### src/rtl/core/srta_pkg.sv
`default_nettype none
// ----------------------------------------------------------------------------
// srta_pkg: shared definitions for the aging station table
// Table sizes, field widths, operation and status codes, and the structs
// that carry control and match flags between the table cells and the tree.
// ----------------------------------------------------------------------------
package srta_pkg;

	localparam int DEPTH         = 64;
	localparam int PAYLOAD_WIDTH = 64;

	localparam int ADDR_W    = 48;
	localparam int PAYLOAD_W = 64;
	localparam int TIME_W    = 32;
	localparam int IDX_W     = $clog2(DEPTH);
	localparam int CNT_W     = $clog2(DEPTH + 1);

	// output field widths are fixed by the interface
	localparam int STATUS_W  = 2;
	localparam int IDX_OUT_W = 6;
	localparam int CNT_OUT_W = 7;

	// reduction tree: groups of cells summed first, then the group results
	localparam int GRP    = 8;
	localparam int NGRP   = (DEPTH + GRP - 1) / GRP;
	localparam int GCNT_W = $clog2(GRP + 1);

	localparam logic FUNC_UPDATE = 1'b0;
	localparam logic FUNC_SWEEP  = 1'b1;

	localparam logic [STATUS_W-1:0] STS_UPDATED  = 2'd0;
	localparam logic [STATUS_W-1:0] STS_INSERTED = 2'd1;
	localparam logic [STATUS_W-1:0] STS_FULL     = 2'd2;
	localparam logic [STATUS_W-1:0] STS_SWEPT    = 2'd3;

	localparam int          PADDR_W       = 3;
	localparam logic        REG_MAX_AGE   = 1'b0;
	localparam logic [31:0] MAX_AGE_RESET = 32'd10000;

	typedef struct packed {
		logic eval;
		logic upd_wr;
		logic ins_wr;
		logic sweep;
	} cell_ctrl_t;

	typedef struct packed {
		logic match;
		logic expire;
	} cell_flag_t;

	typedef struct packed {
		logic lvl1;
		logic lvl2;
	} tree_ctrl_t;

endpackage
`default_nettype wire

### src/rtl/core/srta_cell.sv
`default_nettype none
// ----------------------------------------------------------------------------
// srta_cell: one table slot
// Holds key, payload, write time and expired mark of one entry, compares the
// broadcast request against them and applies the committed write or sweep.
// ----------------------------------------------------------------------------
module srta_cell
	import srta_pkg::*;
(
	input  logic                     clk,
	input  cell_ctrl_t               ctrl,
	input  logic [IDX_W-1:0]         slot,
	input  logic [CNT_W-1:0]         used_count,
	input  logic [ADDR_W-1:0]        addr,
	input  logic [PAYLOAD_WIDTH-1:0] payload,
	input  logic [TIME_W-1:0]        now,
	input  logic [TIME_W-1:0]        max_age,
	output cell_flag_t               flag
);

	logic [ADDR_W-1:0]        key_q;
	logic [PAYLOAD_WIDTH-1:0] payload_q;
	logic [TIME_W-1:0]        time_q;
	logic                     expired_q;
	cell_flag_t               flag_q;

	logic              live;
	logic [TIME_W-1:0] age;
	logic              ins_sel;
	logic              wr;

	assign live    = CNT_W'(slot) < used_count;
	// age wraps with the millisecond counter
	assign age     = now - time_q;
	assign ins_sel = ctrl.ins_wr && (slot == used_count[IDX_W-1:0]);
	assign wr      = (ctrl.upd_wr && flag_q.match) || ins_sel;

	always_ff @(posedge clk) begin
		if (ctrl.eval) begin
			flag_q.match  <= live && (key_q == addr);
			flag_q.expire <= live && !expired_q && (age > max_age);
		end
		if (ins_sel) begin
			key_q <= addr;
		end
		if (wr) begin
			payload_q <= payload;
			time_q    <= now;
			expired_q <= 1'b0;
		end else if (ctrl.sweep && flag_q.expire) begin
			expired_q <= 1'b1;
		end
	end

	assign flag = flag_q;

endmodule
`default_nettype wire

### config.mk
export PLATFORM = sky130hd
export DESIGN_NAME = srta_cell
export DESIGN_NICKNAME = d
export VERILOG_FILES = /design/src/rtl/core/srta_pkg.sv /design/src/rtl/core/srta_cell.sv
export SDC_FILE = /design/constraint.sdc
export NUM_CORES = 1
export LEC_CHECK = 0
export ABC_AREA = 0
export BUFFER_PORTS_ARGS = -buffer_cell sky130_fd_sc_hd__buf_2
export CAP_MARGIN = 20
export CORE_MARGIN = 2
export CORE_UTILIZATION = 46
export DETAILED_ROUTE_END_ITERATION = 12
export PLACE_DENSITY = 0.87
export SLEW_MARGIN = 30
export SYNTH_ARGS = -nofsm -noshare
export SYNTH_HDL_FRONTEND = slang
export SYNTH_SLANG_ARGS = --single-unit
### constraint.sdc
create_clock -name clk -period 4.1 [get_ports clk]
set_input_delay 0.205 -clock clk [delete_from_list [all_inputs] [get_ports clk]]
set_output_delay 0.205 -clock clk [all_outputs]
set_load 0.05 [all_outputs]
### Word-level counts from Yosys, hierarchy flattened

Index checks and enable logic that the tools add are counted.

* $add $sub $neg: 1
* $mul: 0
* divide/modulo/power cells: 0
* order comparisons: 2
* eq/ne operators: 2
* shifts and indexed selects: 0
* mux-type cells: 0
* bitwise logic cells: 0
* reductions and logical operators: 8

Operator list (count)
* $eq 48x48->1: 1
* $gt 32x32->1: 1
* $sub 32x32->32: 1
* $lt 6x7->1: 1
* $eq 6x6->1: 1
* $logic_and 1x1->1: 6
* $logic_not 1->1: 1
* $logic_or 1x1->1: 1

* flip-flop bits (word level): 83
* latch bits: 0
* memory bits (writable): 0
* bits in read-only memories: 0
* input port bits: 194
* output and inout bits: 2
* word-level logic and storage cells: 18
* memories kept: 0

### Longest topological paths before layout

Gate-level depths: netlist of run 1.

* depth after elaboration: 3
* mapped depth: 18
* mapped depth without buffers: 18

### Worst setup path after synthesis of run 1

Ideal clock, no wire load.

* path type: input port to flip-flop
* from: input used_count[2]
* to: register time_q[0], enable pin
* library setup time: 389 ps
* arrival time: 3491 ps
* data required time: 3711 ps
* path slack: 220 ps
* stages on the path: 5
* buffers on the path: 0
* cell sequence: inv_1 -> ha_1 -> nand4_1 -> nor2_1 -> a21o_1

* word-level cells in the longest chain between the ends: 3

Ends and longest elaborated chain
* start: declaration: line srta_cell.sv:13 `input logic [CNT_W-1:0] used_count,`
* $eq 6x6->1: line srta_cell.sv:35 `assign ins_sel = ctrl.ins_wr && (slot == used_count[IDX_W-1:0]);`
* $logic_and 1x1->1: line srta_cell.sv:35
* via ins_sel: line srta_cell.sv:29 `logic ins_sel;`
* $logic_or 1x1->1: line srta_cell.sv:36 `assign wr = (ctrl.upd_wr && flag_q.match) || ins_sel;`
* via wr: line srta_cell.sv:30 `logic wr;`
* end signal: assignment: line srta_cell.sv:48 `time_q <= now;`
* end: declaration: line srta_cell.sv:23 `logic [TIME_W-1:0] time_q;`

The timed path passes the listed nets, and every way through them passes these cells.
A chain may end at the register's enable or synchronous reset.

### Final worst setup path of run 1

* from: register time_q[0]
* to: register flag_q (netlist bit flag[0]) (data pin)

* word-level cells in the longest chain between the ends: 3

Ends and longest elaborated chain
* $sub 32x32->32: line srta_cell.sv:34 `assign age = now - time_q;`
* $gt 32x32->1: line srta_cell.sv:41 `flag_q.expire <= live && !expired_q && (age > max_age);`
* $logic_and 1x1->1: line srta_cell.sv:41
* end: declaration: line srta_cell.sv:25 `cell_flag_t flag_q;`

Every way passes these cells.

==> results.cfg, run 1 <==
[cts]
clock_path_buffers = 2
cts_root_buf = sky130_fd_sc_hd__clkbuf_16
cts_max_level = 3
tritoncts = built
clock_sinks = 83
clock_insertion_delay_worst_skew_ps = 340
tritoncts.num_buffers = 9
clk_pin_slew_ps = 60

[layout]
register_area_um2 = 2480
nNetsFinal = 959
area_of_combinational_cells_with_multiple_inputs_um2 = 3000
n_antenna_cell = 0
layout-drive-gt1-share_pct = 23.0
area_growth_syn_to_layout_pct = 21.7
post_layout_utilization_of_the_core_pct = 57.7
layout.filler_cells = 1033

[worst_setup_path]
critical_path_required_ps = 4270
path_class = flip-flop to flip-flop
worstPathCellList = ha_1, inv_1, fa_1, a21o_1, a221o_1, a31oi_4, o21ai_2, o31ai_4, o21ai_1, xor2_1, ha_1, nand4_1, or3_1, o22ai_1, nor2_1, a211oi_1
number_of_buffers_and_inverters_on_the_critical_path = 1
critPathTopFamily = compound AO/OA/AOI/OAI gates
cp_common_cell = sky130_fd_sc_hd__ha_1
critical_path.startpoint_type = flip-flop
crit_path_max_delay_cell_type = sky130_fd_sc_hd__fa_1
highest_net_fanout_along_the_worst_path = 4
crit_path_max_incr_delay_ps = 410
ff2ff_setup_slack_ps = 230
critical_path.endpoint_type = flip-flop
cp_data_arrival_time_ps = 4040

[drt]
postRouteAntennaNets = 0
routed-via-count = 4580
detailedRoute.firstIterationViolations = 181
wire_per_inst_um = 15.1
routed_wl_um = 13100
drtPass1Iterations = 5
vias_per_cell = 5.28
drc = 0

[global_route]
grt_max_degree = 34
grt_use_total_pct = 20.3
antenna_found_initial = 0
grt_first_pass_wirelength_um = 21000
first_global_vias = 4666
grt.overflow.total = 0

[sta]
drv_slew = 0
skew_ps = 5.48
final-setup-viol-count = 0
period_share_pct = 94.5
finalCriticalPeriod_ps = 3870
min_setup_slack_post_route_ps = 226
fmax_ghz = 0.258
finalHoldViolCount = 0
maxSlewHeadroom_pct = 63.1
fin_tns_setup_ps = 0
rsz0062_at_grt = no
tightest_pin_transition_ps = 552

[logic_synthesis]
dominantRegCellSynth = sky130_fd_sc_hd__edfxtp_1
syn-mean-instance-area_um2 = 10.5
yosys_warnings = 0
synth_enable_flop_cells = 82
synthesis.instances = 549
synth_area_um2 = 5750
synth-seq-area-share_pct = 43.2
synth_top_cell_by_area = sky130_fd_sc_hd__edfxtp_1
ys_ff_latch = 83
post_synth_num_cell_types = 46
synthDominantCellAreaShare_pct = 42.8
synth.area.top_cells = sky130_fd_sc_hd__edfxtp_1 (43%), sky130_fd_sc_hd__ha_1 (15%), sky130_fd_sc_hd__xor2_1 (9.4%), sky130_fd_sc_hd__inv_1 (4.8%), sky130_fd_sc_hd__a21oi_1 (4.4%)
async_flop_share_pct = 0
syn-num-nets = 813

[placed_design]
port_buffers = 131
gp_congestion = 0.912
preCtsSetupSlack_ps = 19.8
place.detailed.hpwl_um = 10400

[pwr]
vdd.ir_drop.worst_uv = 276
power.density_nw_per_um2 = 349
p_leak_uw = 0.00327

[floorplan]
design.portCount = 196
row_count = 40
floorplan.core_area_um2 = 12100
die_h_um = 116
fp.dieArea_um2 = 13400
floorplan.initialDensity_pct = 47.5
dieWidth_um = 116

[min_path]
holdCritPathClass = input port to flip-flop

[run_status]
run_status = complete, no violations

[flow_run]
drv_cap = 0
-- final timing paths --
kind,from,to,cells past startpoint
setup reg to reg,time_q[0],flag[0],16
hold reg to reg,expired_q,expired_q,2
hold / removal,now[0],time_q[0],1
setup / recovery,time_q[0],flag[0],16
-- cells in the mapped netlist (all sizes together) (2+ instances only) --
cell and number:
edfxtp 82, inv 74, ha 69, xor2 62, a21oi 50, a21o 26, o21ai 26, nand2 23
nor2 19, xnor2 16, nand4 14, nor4 14, nand3 13, a31oi 6, nand2b 6, o211ai 6
nor2b 5, and3 4, o21a 4, clkbuf 3, a211o 2, a211oi 2, nor3 2, o2111ai 2
o31ai 2, or3 2
-- cell type report --
| cell class | count | share of cell area [%] |
|---|---|---|
| clock buffers | 10 | 3.27 |
| clock inverters | 6 | 1.29 |
| inverters | 74 | 3.97 |
| multi-input cells | 389 | 42.8 |
| flip-flops and latches | 83 | 35.5 |
| well taps | 168 | 3.01 |
| repair buffers | 138 | 10.1 |
-- cell usage in the layout, fill, tap and decap left out, drive strengths merged, types with 2 or more instances in the layout --
cell type and instances:
bufinv 2, edfxtp 82, a21oi 50, a21o 26, o211ai 6, inv 74
xnor2 16, clkbuf 10, xor2 62, o21a 4, nand2 23, o31ai 2
ha 69, o21ai 26, nand2b 6, a31oi 6, buf 138, clkinv 4
nor2 19, nor4 14, nor2b 5, a211o 2, nor3 2, o2111ai 2
a211oi 2, nand3 13, or3 2, and3 4, nand4 14
-- metal layers --
metal	vias up	GRT usage, %	share of wire [%]
met1	2103	23.1	42
met2	155	36.0	50
met5	-	0	0
met4	0	8.81	2.1
met3	24	5.23	6.0
li1	2298	-	-
-- cells by family after synthesis --
| logic type | count (synthesis) | share of synthesized area (%) |
|---|---|---|
| AOI/OAI and AO/OA | 135 | 15.1 |
| xor gates and xnor gates | 78 | 11.9 |
| adders and majority gates | 70 | 15.4 |
| buffers and inverters | 77 | 5.03 |
| DFF | 83 | 43.2 |
| and+or+nand+nor | 106 | 9.45 |
-- registers in the layout (all words and copies together) (netlist names) --
name       cells
time_q        32
key_q         48
expired_q      1
flag           2
-- where the power goes --
group / total [µW] / switching [µW] / internal, µW
logic: 600 / 330 / 270
registers: 970 / 8.48 / 961
clock network: 872 / 338 / 535
total: 2440 / 676 / 1770
-- timing repair --
action / 4_1_cts / 5_1_grt
hold buffers: 0 / 0
buffers inserted: 0 / 2
resized for setup: 0 / 3
setup endpoints to repair: 0 / 1
-- stage by stage --
step / std cells / total power, µW / instance area [µm²] / hold slack (ps)
after CTS: 866 / 2450 / 6970 / 44.0
after global placement: 850 / 1550 / 6650 / 400
final: 868 / 2440 / 6990 / 56.4
after floorplan: 549 / 1390 / 5750 / 304
after global routing: 868 / 2570 / 6990 / 45.1
after detailed placement: 850 / 1570 / 6650 / 406
Note: power is estimated with default switching activity, not from simulation.
==> run 2: changes to the inputs <==
BUFFER_PORTS_ARGS = -buffer_cell sky130_fd_sc_hd__buf_4   (was -buffer_cell sky130_fd_sc_hd__buf_2)
==> run 2 against run 1 <==
Against the previous run: global-route usage rose by 0.17 points; via count fell by 0.11%; core utilization rose by 2.5 points; clock power fell by 6.3%; count of clock-buffer cells in the layout did not move; maximum frequency rose by 1.6%; critical path type unchanged; largest cell class unchanged.
==> results.cfg, run 2 (synthesized netlist as in run 1, its figures left out) <==
[global_route]
grt.overflow.total = 0
antenna_found_initial = 0
grt_first_pass_wirelength_um = 21300
grt_max_degree = 49
grt_use_total_pct = 20.4
first_global_vias = 4697

[sta]
final-setup-viol-count = 0
rsz0062_at_grt = no
drv_slew = 0
maxSlewHeadroom_pct = 60.8
period_share_pct = 93.0
finalHoldViolCount = 0
finalCriticalPeriod_ps = 3810
fmax_ghz = 0.262
tightest_pin_transition_ps = 589
skew_ps = 3.76
fin_tns_setup_ps = 0

[layout]
largest_register_ff_count = 48
layout_common_cells = sky130_fd_sc_hd__buf_4 (137), sky130_fd_sc_hd__edfxtp_1 (82), sky130_fd_sc_hd__inv_1 (74)
area_growth_syn_to_layout_pct = 26.9
n_antenna_cell = 0
regMostFlops = key_q
nNetsFinal = 958
layout.cells.most_common = sky130_fd_sc_hd__buf_4
post_layout_utilization_of_the_core_pct = 60.3
layout-drive-gt1-share_pct = 23.2

[pwr]
power.density_nw_per_um2 = 332
p_leak_uw = 0.00336
power.switching_uw = 683
combinationalPowerShare_pct = 26.2
power.clock.fraction_pct = 33.8
vdd.ir_drop.worst_uv = 229
cellInternalPower_uw = 1740
power.sequential.fraction_pct = 40.1
p_sw_share_pct = 28.2

[floorplan]
dieWidth_um = 116
floorplan.core_area_um2 = 12100
row_count = 40
design.portCount = 196
floorplan.initialDensity_pct = 47.5
die_h_um = 116
fp.dieArea_um2 = 13400

[placed_design]
place.detailed.hpwl_um = 10700
gp_congestion = 0.905
port_buffers = 131

[worst_setup_path]
path_class = flip-flop to flip-flop
critical_path.startpoint_type = flip-flop
critical_path_required_ps = 4190
highest_net_fanout_along_the_worst_path = 4
reg2regPathDepth = 17
cp_data_arrival_time_ps = 3900
worst_r2r_endpoint = flag[0]
critical_path.endpoint_type = flip-flop
worstReg2RegStart = time_q[0]
ff2ff_setup_slack_ps = 290

[cts]
cts_max_level = 3
tritoncts.num_buffers = 9
clock_path_buffers = 2
tritoncts = built
cts_root_buf = sky130_fd_sc_hd__clkbuf_16
clock_insertion_delay_worst_skew_ps = 350
clock_sinks = 83
cts-hold-fix-buffers = 0
clk_pin_slew_ps = 60

[flow_run]
drv_cap = 0

[drt]
routed-via-count = 4575
drtPass1Iterations = 4
drc = 0
detailedRoute.firstIterationViolations = 251
vias_per_cell = 5.28
routed_wl_um = 13300
postRouteAntennaNets = 0
wire_per_inst_um = 15.3

[min_path]
worst_hold_path.endpoint = time_q[23]
holdCritPathClass = input port to flip-flop
min_delay_path_depth = 1
hold_path.startpoint = now[23]

[run_status]
run_status = complete, no violations
## run 2: cell types whose count changed in the layout (fill, tap and decap cells not counted)
cell	before	now
sky130_fd_sc_hd__or3_1	2	1
sky130_fd_sc_hd__clkinvlp_4	0	2
sky130_fd_sc_hd__clkinv_4	3	2
sky130_fd_sc_hd__buf_4	7	137
sky130_fd_sc_hd__fa_1	1	0
sky130_fd_sc_hd__bufinv_16	2	1
sky130_fd_sc_hd__buf_2	131	0
sky130_fd_sc_hd__or3_4	0	1
sky130_fd_sc_hd__fa_2	0	1
## run 2: timing repair
item                                    4_1_cts  5_1_grt
buffers inserted                              0        1
endpoints found under the setup margin        0        1
resized for setup                             0        5
## run 2: power by group through the flow
stage	Clock (µW)	Sequential (µW)	Combinational, µW
2_1_floorplan	0	994	393
3_3_place_gp	0	987	598
3_5_place_dp	0	989	621
4_1_cts	831	971	627
5_1_grt	860	972	711
6_report	817	970	633
## run 2: final cells by class
class	instances	area (µm²)
fill	980	4810
multi-input combinational	389	3000
sequential	83	2480
timing repair buffer	137	1030
inverter	74	278
clock buffer	10	229
tap	168	210
clock inverter	6	66.3
## run 2: metrics by stage
| step | setup slack, ps | hold slack, ps | instances | area (µm²) | power, µW |
|---|---|---|---|---|---|
| after detailed placement | 2.32 | 396 | 850 | 6980 | 1610 |
| after CTS | 8.78 | 31.2 | 866 | 7270 | 2430 |
| after floorplan | 220 | 304 | 549 | 5750 | 1390 |
| final | 288 | 41.3 | 867 | 7300 | 2420 |
| after global routing | 50.8 | 33.0 | 867 | 7300 | 2540 |
| after global placement | 91.8 | 396 | 850 | 6980 | 1590 |
## run 2: worst max-delay path by stage
stage | startpoint | endpoint | slack, ps
6_report | time_q[0] | flag[0] | 290
5_1_grt | time_q[0] | flag[0] | 50
4_1_cts | time_q[0] | flag[0] | 9
3_5_place_dp | now[0] | flag[0] | 2
3_3_place_gp | now[0] | flag[0] | 90
2_1_floorplan | used_count[2] | time_q[0] | 220
## run 2: worst max-delay path, cell delays in order, from the launching register on
cell	delay, ps
sky130_fd_sc_hd__edfxtp_1	330
sky130_fd_sc_hd__ha_1	160
sky130_fd_sc_hd__inv_1	50
sky130_fd_sc_hd__fa_2	350
sky130_fd_sc_hd__a21o_1	190
sky130_fd_sc_hd__a221o_1	400
sky130_fd_sc_hd__a31oi_4	220
sky130_fd_sc_hd__o21ai_2	120
sky130_fd_sc_hd__buf_4	160
sky130_fd_sc_hd__a21oi_1	240
sky130_fd_sc_hd__o21ai_0	140
sky130_fd_sc_hd__xor2_1	170
sky130_fd_sc_hd__ha_1	300
sky130_fd_sc_hd__a21o_1	160
sky130_fd_sc_hd__a21oi_1	230
sky130_fd_sc_hd__o22ai_1	120
sky130_fd_sc_hd__nor2_1	140
sky130_fd_sc_hd__a211oi_1	90
## run 2: routing by layer
layer  track usage, %  vias to the layer above  share of wire, %
li1                 -                     2288                 -
met1             24.2                     2131                43
met2             36.1                      136                49
met3             4.50                       20               5.7
met4             8.25                        0               2.0
met5                0                        -                 0
==> run 3: changes to the inputs <==
==> constraint.sdc (replaced) <==
create_clock -name clk -period 4.1 [get_ports clk]
set_input_delay 0 -clock clk [delete_from_list [all_inputs] [get_ports clk]]
set_output_delay 0 -clock clk [all_outputs]
set_load 0.05 [all_outputs]
==> run 3 against run 2 <==
Against the previous run: count of clock-buffer cells in the layout did not move; routed wire length rose by 15%; setup slack got worse by 70 ps; critical path depth fell by 1; core utilization rose by 6.4 points; maximum frequency fell by 1.8%; clock skew rose by 2.7 ps; critical endpoint unchanged.
==> results.cfg, run 3 (synthesized netlist as in run 1, its figures left out) <==
[run_status]
run_status = complete, no violations

[drt]
vias_per_cell = 5.30
routed-via-count = 5020
routed_wl_um = 15300
wire_per_inst_um = 16.2
detailedRoute.firstIterationViolations = 307
postRouteAntennaNets = 0
drtPass1Iterations = 6
drc = 0

[layout]
n_antenna_cell = 0
regMostFlops = key_q
fin_cells = 947
largest_register_ff_count = 48
post_layout_utilization_of_the_core_pct = 66.7
layout.filler_cells = 882
layout_common_cells = sky130_fd_sc_hd__buf_4 (135), sky130_fd_sc_hd__edfxtp_1 (82), sky130_fd_sc_hd__dlygate4sd3_1 (82)
area_growth_syn_to_layout_pct = 40.5
area_of_combinational_cells_with_multiple_inputs_um2 = 3000
nNetsFinal = 1038
layout.cells.most_common = sky130_fd_sc_hd__buf_4
layout-drive-gt1-share_pct = 20.5
finish.instance_area_um2 = 8080
register_area_um2 = 2480

[cts]
cts_root_buf = sky130_fd_sc_hd__clkbuf_16
clock_insertion_delay_worst_skew_ps = 340
tritoncts.num_buffers = 9
tritoncts = built
clock_path_buffers = 2
cts_max_level = 3
clock_sinks = 83
clk_pin_slew_ps = 70

[worst_setup_path]
ff2ff_setup_slack_ps = 220
critPathLaunch = time_q[0]
reg2regPathDepth = 16
setup.worst_path.end = flag[0]
cp_data_arrival_time_ps = 4050
worst_r2r_endpoint = flag[0]
critical_path.endpoint_type = flip-flop
path_class = flip-flop to flip-flop
highest_net_fanout_along_the_worst_path = 4
critical_path.startpoint_type = flip-flop
critical_path_required_ps = 4270
worstReg2RegStart = time_q[0]

[placed_design]
place.detailed.hpwl_um = 10800
gp_congestion = 0.949
preCtsSetupSlack_ps = 58.3
place.detailed.instances = 847
placed_area_um2 = 6950
port_buffers = 131

[global_route]
antenna_found_initial = 0
grt_max_degree = 50
grt_use_total_pct = 23.7
grt.overflow.total = 0
first_global_vias = 5320
grt_first_pass_wirelength_um = 24600

[sta]
maxSlewHeadroom_pct = 60.2
finalCriticalPeriod_ps = 3880
final-setup-viol-count = 0
drv_slew = 0
skew_ps = 6.44
period_share_pct = 94.7
finalHoldViolCount = 0
min_setup_slack_post_route_ps = 218
fmax_ghz = 0.258
tightest_pin_transition_ps = 597

[pwr]
p_leak_uw = 0.00368
power.switching_uw = 704
power.clock.fraction_pct = 31.2
vdd.ir_drop.worst_uv = 199
combinationalPowerShare_pct = 28.8
cellInternalPower_uw = 1720
p_sw_share_pct = 29.0
power.sequential.fraction_pct = 40.0
power.density_nw_per_um2 = 301

[min_path]
holdCritPathClass = input port to flip-flop
hold_path.startpoint = used_count[6]

[flow_run]
drv_cap = 0

[floorplan]
die_h_um = 116
floorplan.initialDensity_pct = 47.5
row_count = 40
floorplan.core_area_um2 = 12100
dieWidth_um = 116
design.portCount = 196
fp.dieArea_um2 = 13400
==> run 3: critical path, stage by stage, from the launching register on <==
cell	delay, ps
sky130_fd_sc_hd__edfxtp_1	340
sky130_fd_sc_hd__ha_1	150
sky130_fd_sc_hd__inv_1	50
sky130_fd_sc_hd__fa_1	400
sky130_fd_sc_hd__a21o_1	210
sky130_fd_sc_hd__a221o_1	400
sky130_fd_sc_hd__a31oi_4	240
sky130_fd_sc_hd__o21ai_2	140
sky130_fd_sc_hd__o31ai_4	270
sky130_fd_sc_hd__o21ai_1	120
sky130_fd_sc_hd__xor2_1	150
sky130_fd_sc_hd__ha_1	280
sky130_fd_sc_hd__nand4_1	130
sky130_fd_sc_hd__or3_4	400
sky130_fd_sc_hd__nor2_2	120
sky130_fd_sc_hd__o21ai_0	100
sky130_fd_sc_hd__a211oi_1	220
==> run 3: area by class of cell <==
cell class / count / area share, %
multi-input cells: 389 / 37.2
flip-flops and latches: 83 / 30.7
repair buffers: 217 / 22.7
inverters: 74 / 3.44
clock buffers: 10 / 2.84
well taps: 168 / 2.60
clock inverters: 6 / 0.511
==> run 3: worst min path at each step <==
stage	endpoint	slack, ps	cells past startpoint
after global placement	time_q[17]	190	1
after global routing	flag[0]	240	3
after floorplan	key_q[0]	100	0
after CTS	flag[0]	180	3
final	flag[0]	180	3
after detailed placement	time_q[26]	190	1
==> run 3: stage by stage <==
stage	hold WS (ps)	power, µW	TNS, ps
2_1_floorplan	98.9	1390	0
3_3_place_gp	192	1580	0
3_5_place_dp	192	1610	0
4_1_cts	183	2430	0
5_1_grt	235	2560	-11.7
6_report	179	2430	0
==> run 3: what timing repair did <==
action / 4_1_cts / 5_1_grt
setup endpoints to repair: 0 / 1
endpoints found under the hold margin: 83 / 0
hold buffers: 82 / 0
setup buffers: 0 / 2
resized for setup: 0 / 4
==> run 3: metal layers <==
metal	wire length, µm	global-route usage [%]	up-vias
met5	0	0	-
met1	6240	27.5	2326
met3	1010	5.81	38
li1	-	-	2437
met2	7690	42.2	219
met4	407	8.97	0
==> run 3: power groups by stage <==
| stage | logic [µW] | registers (µW) | clock network, µW |
|---|---|---|---|
| after CTS | 685 | 971 | 772 |
| final | 700 | 971 | 756 |
| after detailed placement | 616 | 989 | 0 |
| after global routing | 783 | 972 | 807 |
| after global placement | 593 | 988 | 0 |
| after floorplan | 393 | 994 | 0 |
