## config.mk

```make
export PLATFORM = sky130hd
export DESIGN_NAME = srta_tree
export DESIGN_NICKNAME = d
export VERILOG_FILES = /design/src/rtl/core/srta_pkg.sv /design/src/rtl/core/srta_tree.sv
export SDC_FILE = /design/constraint.sdc
export NUM_CORES = 1
export LEC_CHECK = 0
export ABC_AREA = 1
export ABC_CLOCK_PERIOD_IN_PS = 9820
export BUFFER_PORTS_ARGS = -buffer_cell sky130_fd_sc_hd__buf_2
export CORE_UTILIZATION = 57
export CTS_CLUSTER_SIZE = 12
export DETAILED_ROUTE_END_ITERATION = 8
export GPL_ROUTABILITY_DRIVEN = 0
export GPL_TIMING_DRIVEN = 0
export PLACE_DENSITY = 0.95
export SLEW_MARGIN = 20
export SYNTH_ARGS = -nofsm -noshare
export SYNTH_HDL_FRONTEND = slang
export SYNTH_SLANG_ARGS = --single-unit
```

## constraint.sdc

```tcl
create_clock -name clk -period 9.82 [get_ports clk]
set_clock_uncertainty 0.1 [all_clocks]
set_input_delay 2.946 -clock clk [delete_from_list [all_inputs] [get_ports clk]]
set_output_delay 2.946 -clock clk [all_outputs]
set_load 0.02 [all_outputs]
```

## src/rtl/core/srta_pkg.sv

```systemverilog
`default_nettype none
// ----------------------------------------------------------------------------
// srta_pkg: shared definitions for the aging station table
// Table sizes, field widths, operation and status codes, and the structs
// that carry control and match flags between the table cells and the tree.
// ----------------------------------------------------------------------------
package srta_pkg;

	localparam int DEPTH         = 64;
	localparam int PAYLOAD_WIDTH = 64;

	localparam int ADDR_W    = 48;
	localparam int PAYLOAD_W = 64;
	localparam int TIME_W    = 32;
	localparam int IDX_W     = $clog2(DEPTH);
	localparam int CNT_W     = $clog2(DEPTH + 1);

	// output field widths are fixed by the interface
	localparam int STATUS_W  = 2;
	localparam int IDX_OUT_W = 6;
	localparam int CNT_OUT_W = 7;

	// reduction tree: groups of cells summed first, then the group results
	localparam int GRP    = 8;
	localparam int NGRP   = (DEPTH + GRP - 1) / GRP;
	localparam int GCNT_W = $clog2(GRP + 1);

	localparam logic FUNC_UPDATE = 1'b0;
	localparam logic FUNC_SWEEP  = 1'b1;

	localparam logic [STATUS_W-1:0] STS_UPDATED  = 2'd0;
	localparam logic [STATUS_W-1:0] STS_INSERTED = 2'd1;
	localparam logic [STATUS_W-1:0] STS_FULL     = 2'd2;
	localparam logic [STATUS_W-1:0] STS_SWEPT    = 2'd3;

	localparam int          PADDR_W       = 3;
	localparam logic        REG_MAX_AGE   = 1'b0;
	localparam logic [31:0] MAX_AGE_RESET = 32'd10000;

	typedef struct packed {
		logic eval;
		logic upd_wr;
		logic ins_wr;
		logic sweep;
	} cell_ctrl_t;

	typedef struct packed {
		logic match;
		logic expire;
	} cell_flag_t;

	typedef struct packed {
		logic lvl1;
		logic lvl2;
	} tree_ctrl_t;

endpackage
`default_nettype wire

```

## src/rtl/core/srta_tree.sv

```systemverilog
`default_nettype none
// ----------------------------------------------------------------------------
// srta_tree: registered reduction of the cell flags
// First level folds groups of cells into hit, slot index and expiry count;
// second level folds the groups into the totals for the request.
// ----------------------------------------------------------------------------
module srta_tree
	import srta_pkg::*;
(
	input  logic             clk,
	input  tree_ctrl_t       ctrl,
	input  cell_flag_t       flags [DEPTH],
	output logic             hit,
	output logic [IDX_W-1:0] hit_idx,
	output logic [CNT_W-1:0] exp_cnt
);

	logic              grp_hit_s1 [NGRP];
	logic [IDX_W-1:0]  grp_idx_s1 [NGRP];
	logic [GCNT_W-1:0] grp_cnt_s1 [NGRP];

	logic             hit_s2;
	logic [IDX_W-1:0] idx_s2;
	logic [CNT_W-1:0] cnt_s2;

	logic              grp_hit [NGRP];
	logic [IDX_W-1:0]  grp_idx [NGRP];
	logic [GCNT_W-1:0] grp_cnt [NGRP];

	logic             tot_hit;
	logic [IDX_W-1:0] tot_idx;
	logic [CNT_W-1:0] tot_cnt;

	// live keys are unique, so at most one cell matches and an or picks its slot
	always_comb begin
		for (int g = 0; g < NGRP; g++) begin
			grp_hit[g] = 1'b0;
			grp_idx[g] = '0;
			grp_cnt[g] = '0;
			for (int k = 0; k < GRP; k++) begin
				if (g * GRP + k < DEPTH) begin
					if (flags[g * GRP + k].match) begin
						grp_hit[g] = 1'b1;
						grp_idx[g] = grp_idx[g] | IDX_W'(g * GRP + k);
					end
					grp_cnt[g] = grp_cnt[g] + GCNT_W'(flags[g * GRP + k].expire);
				end
			end
		end
	end

	always_comb begin
		tot_hit = 1'b0;
		tot_idx = '0;
		tot_cnt = '0;
		for (int g = 0; g < NGRP; g++) begin
			tot_hit = tot_hit | grp_hit_s1[g];
			tot_idx = tot_idx | grp_idx_s1[g];
			tot_cnt = tot_cnt + CNT_W'(grp_cnt_s1[g]);
		end
	end

	always_ff @(posedge clk) begin
		if (ctrl.lvl1) begin
			for (int g = 0; g < NGRP; g++) begin
				grp_hit_s1[g] <= grp_hit[g];
				grp_idx_s1[g] <= grp_idx[g];
				grp_cnt_s1[g] <= grp_cnt[g];
			end
		end
		if (ctrl.lvl2) begin
			hit_s2 <= tot_hit;
			idx_s2 <= tot_idx;
			cnt_s2 <= tot_cnt;
		end
	end

	assign hit     = hit_s2;
	assign hit_idx = idx_s2;
	assign exp_cnt = cnt_s2;

endmodule
`default_nettype wire

```

Word-level counts from Yosys, hierarchy flattened
Memory sizes are Yosys's and may differ from the RTL's.
Index checks and enable logic that the tools add are counted.
W data, S select, Z words.
- add/sub/neg operators: 63
- multiplexer cells: 129
- bitwise gates (word level): 14
- operators by type and width (cell ; number):
    $mux W6 ; 32
    $add A4 B1 Y4 ; 32
    $mux W5 ; 16
    $mux W1 ; 67
    $or A6 B6 Y6 ; 7
    $add A3 B1 Y4 ; 8
    $mux W4 ; 8
    $add A7 B4 Y7 ; 4
    $add A2 B1 Y3 ; 8
    $add A1 B1 Y2 ; 8
    $mux W3 ; 4
    $add A6 B4 Y7 ; 1
    $or A1 B1 Y1 ; 7
    $add A5 B4 Y6 ; 1
    $add A4 B4 Y5 ; 1
    $mux W2 ; 2
- register bits: 14
- RAM bits: 88
- input bits: 131
- output and inout port bits: 14
- logic and storage cells: 212
- memories: 3
- memories (memory ; depth ; bits a word ; rd ports ; clocked after Yosys merged registers in ; wr ports ; line ; source):
    grp_idx_s1 ; 8 ; 6 ; 8 ; 0 ; 8 ; srta_tree.sv:19 ; logic [IDX_W-1:0] grp_idx_s1 [NGRP];
    grp_cnt_s1 ; 8 ; 4 ; 8 ; 0 ; 8 ; srta_tree.sv:20 ; logic [GCNT_W-1:0] grp_cnt_s1 [NGRP];
    grp_hit_s1 ; 8 ; 1 ; 8 ; 0 ; 8 ; srta_tree.sv:18 ; logic grp_hit_s1 [NGRP];

Longest topological paths before layout
Gate-level depths: netlist of the first run.
- word-level depth: 8
- depth in mapped cells: 13
- mapped depth without buffers: 13

Least setup slack after synthesis of the first run
OpenSTA, ideal clock, no wires.
- path kind: input -> register
- start point: input flags[96] (netlist name)
- end point: memory grp_cnt_s1[0][6] (netlist name), data pin
- setup time: 0.259 ns
- data arrival time: 5.161 ns
- data required time: 9.461 ns
- setup slack: 4.300 ns
- stages: 8
- buffers on the path: 0
- cell sequence: fa_1 inv_1 fa_1 fa_1 inv_1 ha_1 fa_1 xor2_1
- RTL lines (what ; line ; source):
    start: declaration ; srta_tree.sv:12 ; input cell_flag_t flags [DEPTH],
    end: declaration ; srta_tree.sv:20 ;

==> run summary, run 1 <==
H-tree depth: 3
Final-layout worst hold slack: 419 ps
Arrival time reported for the critical path endpoint: 5420 ps
Detail-routed net length per standard cell: 13.6 um
Post-synth ARST share: 0
Synthesized instance count: 444
PwrDens: 277 mW/mm2
Initial DRC Count: 144
Clock Latency Late Sink: 350 ps
Width of the die: 97.4 um
Count of port buffers added during placement: 144
Cell area after layout: 0.00627 mm2
Avg Inst Size Synth: 11.7 um2
Combinational family with the most area after synthesis: adder cells
Hold buffer count at cts: 0
Total length of routed wires: 9.66 mm
Most frequent cells after synthesis: 120 x sky130_fd_sc_hd__inv_1, 85 x sky130_fd_sc_hd__edfxtp_1, 64 x sky130_fd_sc_hd__nor2_1
Clock Tree Root: sky130_fd_sc_hd__clkbuf_8
Final Setup Violations: 0
Number of flops mapped to enable cells by yosys: 85
Area of the core region: 0.00876 mm2
Delay contributed by the slowest stage of the critical path: 540 ps
Crit path launch type: primary input
Estimated wirelength of the detail-placed design: 7.96 mm
Worst slew margin relative to its limit: 0.412
Cell occurring most often along the worst timing path: sky130_fd_sc_hd__fa_1
Shortest period the worst path allows: 5430 ps
Status: finished, final reports clean
Cell depth of the worst hold path: 2
Number of buffer and inverter instances along the worst setup path: 3
Via count of the first global-routing pass: 3703
Number of logic stages on the critical path including buffering: 9
Total via count after detailed routing: 3486
Cell count of the worst reg-to-reg path: 12
Number of primary I/O pins: 145
Max Cap Violations: 0
Adder and majority gate portion of the synthesized area: 0.287
Max Freq: 184 MHz
Fill cell count: 594
Post-cts resize count: 0
TritonCTS clock tree: yes
Min-delay worst type: register to register
Overall power consumption: 1.74 mW
IR Drop Worst-Case VDD: 0.260 mV
FF+latch count, synth: 85
Final net count: 816
Post-Syn Nets: 661
Final Max Tran Viols: 0
Initial DRT Pass Iterations: 5
Dominant cell by count in the synthesized netlist: sky130_fd_sc_hd__inv_1
Clock-pin slew on the worst setup and hold paths: 90 ps
Post-detailed-placement cell area: 0.00605 mm2
Portion of netlist area occupied by mux cells: 0
Cells traversed along the worst timing path: buf_2 -> fa_1 -> inv_1 -> fa_1 -> fa_1 -> inv_1 -> ha_1 -> fa_1 -> xor2_1
Unrepaired setup endpoints after global routing: no
Leak pwr: 3.05 nW
Total of warnings raised by yosys: 0
Share of post-route cells with drive strength above 1: 0.265
Non-filler cells, final: 712
Critical Path Fanout Max: 2
CP required: 9820 ps
Largest net degree at the start of global routing: 72
Effective utilization at floorplan: 0.592
Die Y-Extent: 97.4 um
Library cell occupying the most area in the post-synthesis netlist: sky130_fd_sc_hd__edfxtp_1
Total congestion overflow: 0
Worst Tran Pin Value: 882 ps
Fraction of synthesized cell area in xor and xnor cells: 0.0152
Post-CTS Setup Repair Bufs: 0
Sort of element at the end of the critical path: register
Maximum buffer depth of the clock tree: 2
Slowest library cell on the worst path: sky130_fd_sc_hd__fa_1
Critical path class: primary input to register
Initial antenna violation count: 0
Area fraction of the dominant cell type after synthesis: 0.492
Complex-gate fraction of the synthesized area: 0.00241
Final cycle utilization of the critical path: 0.553
Global-route wire length before repair: 15.6 mm
Top flip-flop cell by instance count after synthesis: sky130_fd_sc_hd__edfxtp_1
Total number of clock tree sinks: 85
Via/cell ratio: 4.90
Area overhead of the layout relative to synthesis: 21.0%
Mapped cell area: 0.00519 mm2
Number of hold violations in the final report: 0
Sum Neg Setup Slack: 0 ps
DRC viols: 0
Sequential element share of the synthesized area: 0.492
Cell total after placement: 696
Antenna violation net count after detailed routing: 0
Worst path top cell family by delay: adder cells
Top cells by area, synth: sky130_fd_sc_hd__edfxtp_1 49%, sky130_fd_sc_hd__fa_1 21%, sky130_fd_sc_hd__inv_1 8.7%
ANT cells: 0
Synth Area in Simple Gates: 0.116
Synth cell types: 14
Die outline area: 0.00949 mm2
Total track usage: 0.213
TritonCTS buffer count: 9
Number of core rows: 34
-- final cells by class --
cell class,instances,area [um2],area share
tap,108,135,0.0215
sequential,85,2550,0.407
timing repair buffer,144,723,0.115
multi-input combinational,239,2180,0.348
clock inverter,7,105,0.0167
clock buffer,9,124,0.0197
inverter,120,450,0.0718
-- metal layers --
layer  vias up  share of wire  global-route usage
li1       1709              -                   -
met1      1630           0.38               0.235
met2       124           0.55               0.401
met3        23          0.039              0.0367
met4         0          0.027              0.0916
met5         -              0                   0
-- worst register-to-register path, delay by kind of cell, from the launching register on --
| family | cells | cell delay, ps |
|---|---|---|
| flip-flops | 1 | 350 |
| buffers and inverters | 4 | 220 |
| adder cells (fa/ha/maj) | 6 | 2740 |
| AO/OA/AOI/OAI | 2 | 260 |
-- power breakdown --
part / leakage, nW / internal [mW] / switching [mW]
logic: 2.11 / 0.380 / 0.525
clock network: 0.112 / 0.147 / 0.126
registers: 0.832 / 0.540 / 0.0192
total: 3.05 / 1.07 / 0.670
-- sequential cells by signal (all words and copies together), names as in the netlist --
name / cells
grp_idx_s1: 31
hit: 1
exp_cnt: 7
grp_cnt_s1: 32
hit_idx: 6
grp_hit_s1: 8
-- cell usage in the layout (no fill, tap or decap), types with 2 or more instances in the layout --
| master | count |
|---|---|
| sky130_fd_sc_hd__xor2_1 | 6 |
| sky130_fd_sc_hd__xnor2_1 | 3 |
| sky130_fd_sc_hd__nand2_1 | 43 |
| sky130_fd_sc_hd__ha_1 | 31 |
| sky130_fd_sc_hd__buf_2 | 143 |
| sky130_fd_sc_hd__nor2_1 | 64 |
| sky130_fd_sc_hd__inv_6 | 2 |
| sky130_fd_sc_hd__inv_1 | 120 |
| sky130_fd_sc_hd__edfxtp_1 | 85 |
| sky130_fd_sc_hd__bufinv_16 | 2 |
| sky130_fd_sc_hd__nor3_1 | 2 |
| sky130_fd_sc_hd__clkbuf_8 | 9 |
| sky130_fd_sc_hd__nand4_1 | 20 |
| sky130_fd_sc_hd__fa_1 | 55 |
| sky130_fd_sc_hd__nand3_1 | 12 |
-- per-stage QoR --
step | worst slack (ps) | utilization
floorplan | 4300 | -
global placement | 4140 | 0.690
detailed placement | 4060 | 0.690
CTS | 4400 | 0.716
global route | 4340 | 0.716
finish | 4390 | 0.716
-- path summary, 6_finish.rpt --
kind               startpoint                to  slack (ps)
max                 flags[32]  grp_cnt_s1[1][6]        4390
min          grp_hit_s1[0][0]               hit         420
max reg2reg  grp_cnt_s1[1][2]        exp_cnt[6]        5890
min reg2reg  grp_hit_s1[0][0]               hit         420
-- cells by family after synthesis --
| kind of cell | count (synthesis) |
|---|---|
| DFF | 85 |
| AOI/OAI and AO/OA | 2 |
| xor gates and xnor gates | 9 |
| and+or+nand+nor | 142 |
| buffers and inverters | 120 |
| adders and majority gates | 86 |
Note: power is estimated with default switching activity, not from simulation.
==> inputs of run 2 (changes only) <==
--- a/config.mk
+++ b/config.mk
@@ -5,15 +5,15 @@
 export SDC_FILE = /design/constraint.sdc
 export NUM_CORES = 1
 export LEC_CHECK = 0
-export ABC_AREA = 1
-export ABC_CLOCK_PERIOD_IN_PS = 9820
+export ABC_AREA = 0
+export ABC_CLOCK_PERIOD_IN_PS = 4970
 export BUFFER_PORTS_ARGS = -buffer_cell sky130_fd_sc_hd__buf_2
-export CORE_UTILIZATION = 57
+export CORE_UTILIZATION = 48
 export CTS_CLUSTER_SIZE = 12
 export DETAILED_ROUTE_END_ITERATION = 8
 export GPL_ROUTABILITY_DRIVEN = 0
 export GPL_TIMING_DRIVEN = 0
-export PLACE_DENSITY = 0.95
+export PLACE_DENSITY = 0.86
 export SLEW_MARGIN = 20
 export SYNTH_ARGS = -nofsm -noshare
 export SYNTH_HDL_FRONTEND = slang
==> constraint.sdc (replaced) <==
create_clock -name clk -period 4.97 [get_ports clk]
set_clock_uncertainty 0.1 [all_clocks]
set_input_delay 1.491 -clock clk [delete_from_list [all_inputs] [get_ports clk]]
set_output_delay 1.491 -clock clk [all_outputs]
set_load 0.02 [all_outputs]
==> run 2 against run 1 <==
Against the previous run:
- critical path depth up 3
- clock power is 79% higher
- total power is 92% higher
- non-clock buffer count unchanged
- worst hold slack got worse by 6.2 ps
- critical path type is now register to register
==> run summary, run 2 <==
Cells traversed along the worst timing path: inv_1 -> fa_1 -> inv_1 -> fa_1 -> fa_1 -> inv_1 -> fa_1 -> inv_1 -> ha_1 -> fa_1 -> a21o_1 -> a21o_1 (was buf_2 -> fa_1 -> inv_1 -> fa_1 -> fa_1 -> inv_1 -> ha_1 -> fa_1 -> xor2_1)
Post-cts resize count: 0 (unchanged)
Hold buffer count at cts: 0 (unchanged)
Delay contributed by the slowest stage of the critical path: 550 ps (was 540 ps)
Unrepaired setup endpoints after global routing: no (unchanged)
Area of the core region: 0.0104 mm2 (was 0.00876 mm2)
Post-detailed-placement cell area: 0.00603 mm2 (was 0.00605 mm2)
Post-CTS Setup Repair Bufs: 0 (unchanged)
Final-layout worst hold slack: 413 ps (was 419 ps)
CP required: 4980 ps (was 9820 ps)
Clock-pin slew on the worst setup and hold paths: 90 ps (about the same)
Top cells by area, synth: sky130_fd_sc_hd__edfxtp_1 50%, sky130_fd_sc_hd__fa_1 21%, sky130_fd_sc_hd__inv_1 8.4% (was sky130_fd_sc_hd__edfxtp_1 49%, sky130_fd_sc_hd__fa_1 21%, sky130_fd_sc_hd__inv_1 8.7%)
Clock Tree Root: sky130_fd_sc_hd__clkbuf_8 (unchanged)
Final core utilization: 0.601 (was 0.716)
Critical path class: register to register (was primary input to register)
Cell occurring most often along the worst timing path: sky130_fd_sc_hd__fa_1 (unchanged)
Final critical-path setup slack: 972 ps (was 4390 ps)
Total length of routed wires: 9.29 mm (was 9.66 mm)
Cell total after placement: 658 (was 696)
Non-filler cells, final: 675 (was 712)
Number of hold violations in the final report: 0 (unchanged)
Die outline area: 0.0111 mm2 (was 0.00949 mm2)
Clock Latency Late Sink: 350 ps (about the same)
Antenna violation net count after detailed routing: 0 (unchanged)
Initial antenna violation count: 1 (was 0)
Initial DRT Pass Iterations: 4 (was 5)
TritonCTS clock tree: yes (unchanged)
Global-route wire length before repair: 15.6 mm (about the same)
Sum Neg Setup Slack: 0 ps (unchanged)
H-tree depth: 3 (unchanged)
Max Cap Violations: 0 (unchanged)
Sort of element at the end of the critical path: register (unchanged)
Share of post-route cells with drive strength above 1: 0.336 (was 0.265)
Number of core rows: 37 (was 34)
Gr busiest metal: met2 (unchanged)
Detail-routed net length per standard cell: 13.8 um (was 13.6 um)
Shortest period the worst path allows: 4000 ps
Leak pwr: 2.90 nW (was 3.05 nW)
Total via count after detailed routing: 3199 (was 3486)
Total track usage: 0.184 (was 0.213)
Status: finished, final reports clean (unchanged)
FF+latch count, synth: 85 (unchanged)
Worst slew margin relative to its limit: 0.419 (was 0.412)
Estimated wirelength of the detail-placed design: 7.79 mm (was 7.96 mm)
Overall power consumption: 3.34 mW (was 1.74 mW)
Fill cell count: 797 (was 594)
Initial DRC Count: 149 (was 144)
Final cycle utilization of the critical path: 0.804
Number of primary I/O pins: 145 (unchanged)
Count of port buffers added during placement: 144 (unchanged)
Total number of clock tree sinks: 85 (unchanged)
Sequential element share of the synthesized area: 0.497 (was 0.492)
Critical Path Fanout Max: 2 (unchanged)
Library cell occupying the most area in the post-synthesis netlist: sky130_fd_sc_hd__edfxtp_1 (unchanged)
Register with the highest flop count: grp_cnt_s1 (unchanged)
Die Y-Extent: 105 um (was 97.4 um)
IR Drop Worst-Case VDD: 0.567 mV (was 0.260 mV)
TritonCTS buffer count: 9 (unchanged)
Most common library cell in the layout ignoring fill and taps: sky130_fd_sc_hd__buf_2 (unchanged)
Area fraction of the dominant cell type after synthesis: 0.497 (was 0.492)
Synthesized instance count: 378 (was 444)
Arrival time reported for the critical path endpoint: 4000 ps (was 5420 ps)
Met3 Use GR: 0.0396 (was 0.0367)
Effective utilization at floorplan: 0.495 (was 0.592)
Largest net degree at the start of global routing: 72 (unchanged)
Min-delay worst type: register to register (unchanged)
Worst Tran Pin Value: 872 ps (was 882 ps)
Max Freq: 250 MHz
Width of the die: 105 um (was 97.4 um)
Most frequent cells after synthesis: 115 x sky130_fd_sc_hd__inv_1, 85 x sky130_fd_sc_hd__edfxtp_1, 55 x sky130_fd_sc_hd__fa_1 (was 120 x sky130_fd_sc_hd__inv_1, 85 x sky130_fd_sc_hd__edfxtp_1, 64 x sky130_fd_sc_hd__nor2_1)
Number of flops mapped to enable cells by yosys: 85 (unchanged)
PwrDens: 536 mW/mm2 (was 277 mW/mm2)
Routing usage on met2: 0.315 (was 0.401)
Post-synth ARST share: 0 (unchanged)
Dominant cell by count in the synthesized netlist: sky130_fd_sc_hd__inv_1 (unchanged)
Number of flip-flops under the largest register name: 32 (unchanged)
Via count of the first global-routing pass: 3545 (was 3703)
Crit path launch type: register (was primary input)
Met1 usage: 0.227 (was 0.235)
Final Setup Violations: 0 (unchanged)
Final Max Tran Viols: 0 (unchanged)
Cell area after layout: 0.00623 mm2 (was 0.00627 mm2)
Largest registers ranked by flip-flop count: grp_cnt_s1: 32 flops, grp_idx_s1: 31 flops, grp_hit_s1: 8 flops (unchanged)
Most frequent cells in the layout: 143 x sky130_fd_sc_hd__buf_2, 115 x sky130_fd_sc_hd__inv_1, 85 x sky130_fd_sc_hd__edfxtp_1, 55 x sky130_fd_sc_hd__fa_1, 31 x sky130_fd_sc_hd__ha_1 (was 143 x sky130_fd_sc_hd__buf_2, 120 x sky130_fd_sc_hd__inv_1, 85 x sky130_fd_sc_hd__edfxtp_1, 64 x sky130_fd_sc_hd__nor2_1, 55 x sky130_fd_sc_hd__fa_1)
Via/cell ratio: 4.74 (was 4.90)
Final net count: 750 (was 816)
Total of warnings raised by yosys: 0 (unchanged)
Post-Syn Nets: 595 (was 661)
Post-placement setup slack: 671 ps (was 4060 ps)
Area overhead of the layout relative to synthesis: 21.3% (was 21.0%)
Total congestion overflow: 0 (unchanged)
Maximum buffer depth of the clock tree: 2 (unchanged)
Slowest library cell on the worst path: sky130_fd_sc_hd__fa_1 (unchanged)
DRC viols: 0 (unchanged)
Synth cell types: 15 (was 14)
Top flip-flop cell by instance count after synthesis: sky130_fd_sc_hd__edfxtp_1 (unchanged)
Avg Inst Size Synth: 13.6 um2 (was 11.7 um2)
Mapped cell area: 0.00514 mm2 (was 0.00519 mm2)
[run 2: logic make-up (layout without fill, tap and decap cells)]
family / Yosys count / after routing / share of synthesized area
buffers and inverters: 115 / 275 / 0.0840
adders and majority gates: 86 / 86 / 0.290
DFF: 85 / 85 / 0.497
and+or+nand+nor: 70 / 70 / 0.0991
AOI/OAI and AO/OA: 12 / 12 / 0.0132
xor gates and xnor gates: 10 / 10 / 0.0170
other: 0 / 1 / 0
[run 2: final cells by class]
class                           count  area (um2)  share of cell area
Antenna cell                        1        2.50            0.000402
Clock buffer                       10         128              0.0205
Clock inverter                      6        68.8              0.0110
Inverter                          115         432              0.0693
Multi-Input combinational cell    178        2150               0.346
Sequential cell                    85        2550               0.410
Tap cell                          136         170              0.0273
Timing Repair Buffer              144         723               0.116
[run 2: layer usage]
layer,share of wire,vias to the layer above
met5,0,-
met4,0.017,0
met3,0.045,14
met2,0.51,102
met1,0.42,1527
li1,-,1556
[run 2: power breakdown]
| part | switching (mW) | internal (mW) |
|---|---|---|
| Combinational | 0.962 | 0.784 |
| Sequential | 0.0378 | 1.07 |
| Clock | 0.251 | 0.237 |
[run 2: critical path: cells and delay by family, from the launching register on]
kind | cells | cell delay, ps
AO/OA/AOI/OAI | 2 | 370
buffers and inverters | 4 | 220
adder cells (fa/ha/maj) | 6 | 2740
flip-flops | 1 | 340
[run 2: final timing paths]
path | from | endpoint | cells after the start | slack (ps)
max | grp_cnt_s1[1][2] | exp_cnt[6] | 12 | 970
min | grp_idx_s1[1][5] | hit_idx[5] | 1 | 410
max reg2reg | grp_cnt_s1[1][2] | exp_cnt[6] | 12 | 970
min reg2reg | grp_idx_s1[1][5] | hit_idx[5] | 1 | 410
==> inputs of run 3 (changes only) <==
--- a/config.mk
+++ b/config.mk
@@ -5,8 +5,8 @@
 export SDC_FILE = /design/constraint.sdc
 export NUM_CORES = 1
 export LEC_CHECK = 0
-export ABC_AREA = 0
-export ABC_CLOCK_PERIOD_IN_PS = 4970
+export ABC_AREA = 1
+export ABC_CLOCK_PERIOD_IN_PS = 3550
 export BUFFER_PORTS_ARGS = -buffer_cell sky130_fd_sc_hd__buf_2
 export CORE_UTILIZATION = 48
 export CTS_CLUSTER_SIZE = 12
==> constraint.sdc (replaced) <==
create_clock -name clk -period 3.55 [get_ports clk]
set_clock_uncertainty 0.1 [all_clocks]
set_input_delay 1.065 -clock clk [delete_from_list [all_inputs] [get_ports clk]]
set_output_delay 1.065 -clock clk [all_outputs]
set_load 0.02 [all_outputs]
==> run 3 against run 2 <==
Against the previous run:
- the flow now finishes with violations (setup timing)
- setup slack got worse by 1100 ps
- sequential power increased by 39%
- flip-flop and latch count unchanged
- die area increased by 0.95%
- cell area increased by 1.8%
- total power increased by 49%
- global-route usage about the same
- worst hold slack improved by 11 ps
- non-clock buffer count increased by 1
- routed wire length increased by 2.2%
- sequential share of layout area decreased by 0.73 points
- register-to-register slack got worse by 1100 ps
- critical endpoint unchanged
- highest routed layer unchanged
==> run summary, run 3 (synthesis gave the netlist of run 1 again) <==
Width of the die: 106 um (was 105 um)
Shortest period the worst path allows: 3660 ps (was 4000 ps)
Detail-routed net length per standard cell: 12.8 um (was 13.8 um)
Sort of element at the end of the critical path: register (unchanged)
Maximum buffer depth of the clock tree: 2 (unchanged)
Cell count of the worst reg-to-reg path: 12 (unchanged)
Number of buffer and inverter instances along the worst setup path: 4 (unchanged)
Initial DRT Pass Iterations: 4 (unchanged)
Die outline area: 0.0112 mm2 (was 0.0111 mm2)
Effective utilization at floorplan: 0.498 (was 0.495)
TritonCTS buffer count: 9 (unchanged)
R2r startpoint: grp_cnt_s1[1][10] (was grp_cnt_s1[1][2])
Most common library cell in the layout ignoring fill and taps: sky130_fd_sc_hd__buf_2 (unchanged)
Cells traversed along the worst timing path: inv_2 -> fa_1 -> inv_1 -> fa_1 -> fa_1 -> inv_2 -> fa_1 -> inv_1 -> ha_2 -> fa_2 -> a21oi_2 -> o21bai_1 (was inv_1 -> fa_1 -> inv_1 -> fa_1 -> fa_1 -> inv_1 -> fa_1 -> inv_1 -> ha_1 -> fa_1 -> a21o_1 -> a21o_1)
Number of flip-flops under the largest register name: 32 (unchanged)
Hold buffer count at cts: 0 (unchanged)
Final cycle utilization of the critical path: 1.03 (was 0.804)
Unrepaired setup endpoints after global routing: yes (was no)
Total congestion overflow: 0 (unchanged)
Final core utilization: 0.609 (was 0.601)
Number of hold violations in the final report: 0 (unchanged)
Final-layout worst hold slack: 424 ps (was 413 ps)
Worst path top cell family by delay: adder cells (unchanged)
Clock Tree Root: sky130_fd_sc_hd__clkbuf_8 (unchanged)
Crit path launch type: register (unchanged)
Largest net degree at the start of global routing: 72 (unchanged)
PwrDens: 783 mW/mm2 (was 536 mW/mm2)
ANT cells: 0 (was 1)
IR Drop Worst-Case VDD: 0.797 mV (was 0.567 mV)
Cell depth of the worst hold path: 2 (was 1)
End point of the worst hold path: hit (was hit_idx[5])
Via/cell ratio: 4.67 (was 4.74)
Capture point of the worst reg-to-reg path: exp_cnt[6] (unchanged)
TritonCTS clock tree: yes (unchanged)
Final Max Tran Viols: 0 (unchanged)
DRC viols: 0 (unchanged)
Final critical-path setup slack: -109 ps (was 972 ps)
Initial DRC Count: 221 (was 149)
Estimated wirelength of the detail-placed design: 8.02 mm (was 7.79 mm)
Total length of routed wires: 9.50 mm (was 9.29 mm)
Critical path class: register to register (unchanged)
Worst slew margin relative to its limit: 0.422 (was 0.419)
Die Y-Extent: 106 um (was 105 um)
Final Setup Violations: 2 (was 0)
Critical Path Fanout Max: 2 (unchanged)
Total number of clock tree sinks: 85 (unchanged)
Count of port buffers added during placement: 144 (unchanged)
Register with the highest flop count: grp_cnt_s1 (unchanged)
Area of the core region: 0.0104 mm2 (about the same)
Largest registers ranked by flip-flop count: grp_cnt_s1: 32 flops, grp_idx_s1: 31 flops, grp_hit_s1: 8 flops (unchanged)
Fill cell count: 816 (was 797)
Share of post-route cells with drive strength above 1: 0.304 (was 0.336)
Global-route wire length before repair: 16.1 mm (was 15.6 mm)
Reg-to-reg slack, setup: -110 ps (was 970 ps)
Clock Latency Late Sink: 330 ps (was 350 ps)
Via count of the first global-routing pass: 3716 (was 3545)
Overall power consumption: 4.97 mW (was 3.34 mW)
CP required: 3530 ps (was 4980 ps)
Arrival time reported for the critical path endpoint: 3640 ps (was 4000 ps)
Failing checks: setup timing
Launch instance of the worst min-delay path: grp_hit_s1[0][0] (was grp_idx_s1[1][5])
Cell occurring most often along the worst timing path: sky130_fd_sc_hd__fa_1 (unchanged)
Final net count: 817 (was 750)
Number of primary I/O pins: 145 (unchanged)
Area overhead of the layout relative to synthesis: 22.3% (was 21.3%)
Max Cap Violations: 0 (unchanged)
Status: complete, but fails checks (was finished, final reports clean)
Max Freq: 273 MHz (was 250 MHz)
Initial antenna violation count: 0 (was 1)
Leak pwr: 3.02 nW (was 2.90 nW)
Most frequent cells in the layout: 142 x sky130_fd_sc_hd__buf_2, 114 x sky130_fd_sc_hd__inv_1, 85 x sky130_fd_sc_hd__edfxtp_1, 64 x sky130_fd_sc_hd__nor2_1, 48 x sky130_fd_sc_hd__fa_1 (was 143 x sky130_fd_sc_hd__buf_2, 115 x sky130_fd_sc_hd__inv_1, 85 x sky130_fd_sc_hd__edfxtp_1, 55 x sky130_fd_sc_hd__fa_1, 31 x sky130_fd_sc_hd__ha_1)
Sum Neg Setup Slack: -178 ps (was 0 ps)
Antenna violation net count after detailed routing: 0 (unchanged)
Total track usage: 0.183 (was 0.184)
Total via count after detailed routing: 3460 (was 3199)
Delay contributed by the slowest stage of the critical path: 520 ps (was 550 ps)
Slowest library cell on the worst path: sky130_fd_sc_hd__fa_1 (unchanged)
Number of core rows: 37 (unchanged)
H-tree depth: 3 (unchanged)
Clock-pin slew on the worst setup and hold paths: 90 ps (about the same)
Min-delay worst type: register to register (unchanged)
Worst Tran Pin Value: 866 ps (was 872 ps)
## run 3: per-layer routing
metal | vias up | track usage | share of wire
li1 | 1709 | - | -
met1 | 1654 | 0.223 | 0.39
met2 | 85 | 0.337 | 0.56
met3 | 12 | 0.0221 | 0.036
met4 | 0 | 0.0615 | 0.013
met5 | - | 0 | 0
## run 3: through the flow
stage | setup WS [ps] | area, um2 | cells
final | -109 | 6340 | 741
after detailed placement | -299 | 6110 | 724
after global routing | -220 | 6340 | 741
after CTS | -119 | 6320 | 741
after global placement | -205 | 6110 | 724
after floorplan | -52.7 | 5220 | 444
## run 3: tightest hold or removal path, cell delays in order (launching register included)
cell and delay (ps):
sky130_fd_sc_hd__edfxtp_1 330, sky130_fd_sc_hd__nor2_1 40, sky130_fd_sc_hd__nand4_1 50
## run 3: layout make-up
type / instances / area [um2] / share of cell area
inverter: 120 / 450 / 0.0710
clock inverter: 6 / 71.3 / 0.0112
timing repair buffer: 145 / 737 / 0.116
clock buffer: 10 / 128 / 0.0201
multi-input combinational: 239 / 2230 / 0.352
tap: 136 / 170 / 0.0268
sequential: 85 / 2550 / 0.402
## run 3: worst max path at each step
stage	startpoint	endpoint	slack, ps	cells after the start
global placement	flags[16]	grp_cnt_s1[1][9]	-210	10
floorplan	flags[112]	grp_cnt_s1[0][1]	-50	9
detailed placement	flags[0]	grp_cnt_s1[1][13]	-300	10
finish	grp_cnt_s1[1][10]	exp_cnt[6]	-110	12
CTS	grp_cnt_s1[1][2]	exp_cnt[6]	-120	12
global route	grp_cnt_s1[1][10]	exp_cnt[6]	-220	12
## run 3: repair_timing
item	CTS	global route
setup buffers	1	0
setup endpoints to repair	4	8
pin swaps	4	12
gates resized for setup	2	10
## run 3: where the power goes
part           internal [mW]  leakage, nW  switching (mW)
Clock                  0.333       0.0988           0.342
Sequential              1.49        0.832          0.0511
Combinational           1.20         2.09            1.54
Total                   3.03         3.02            1.94
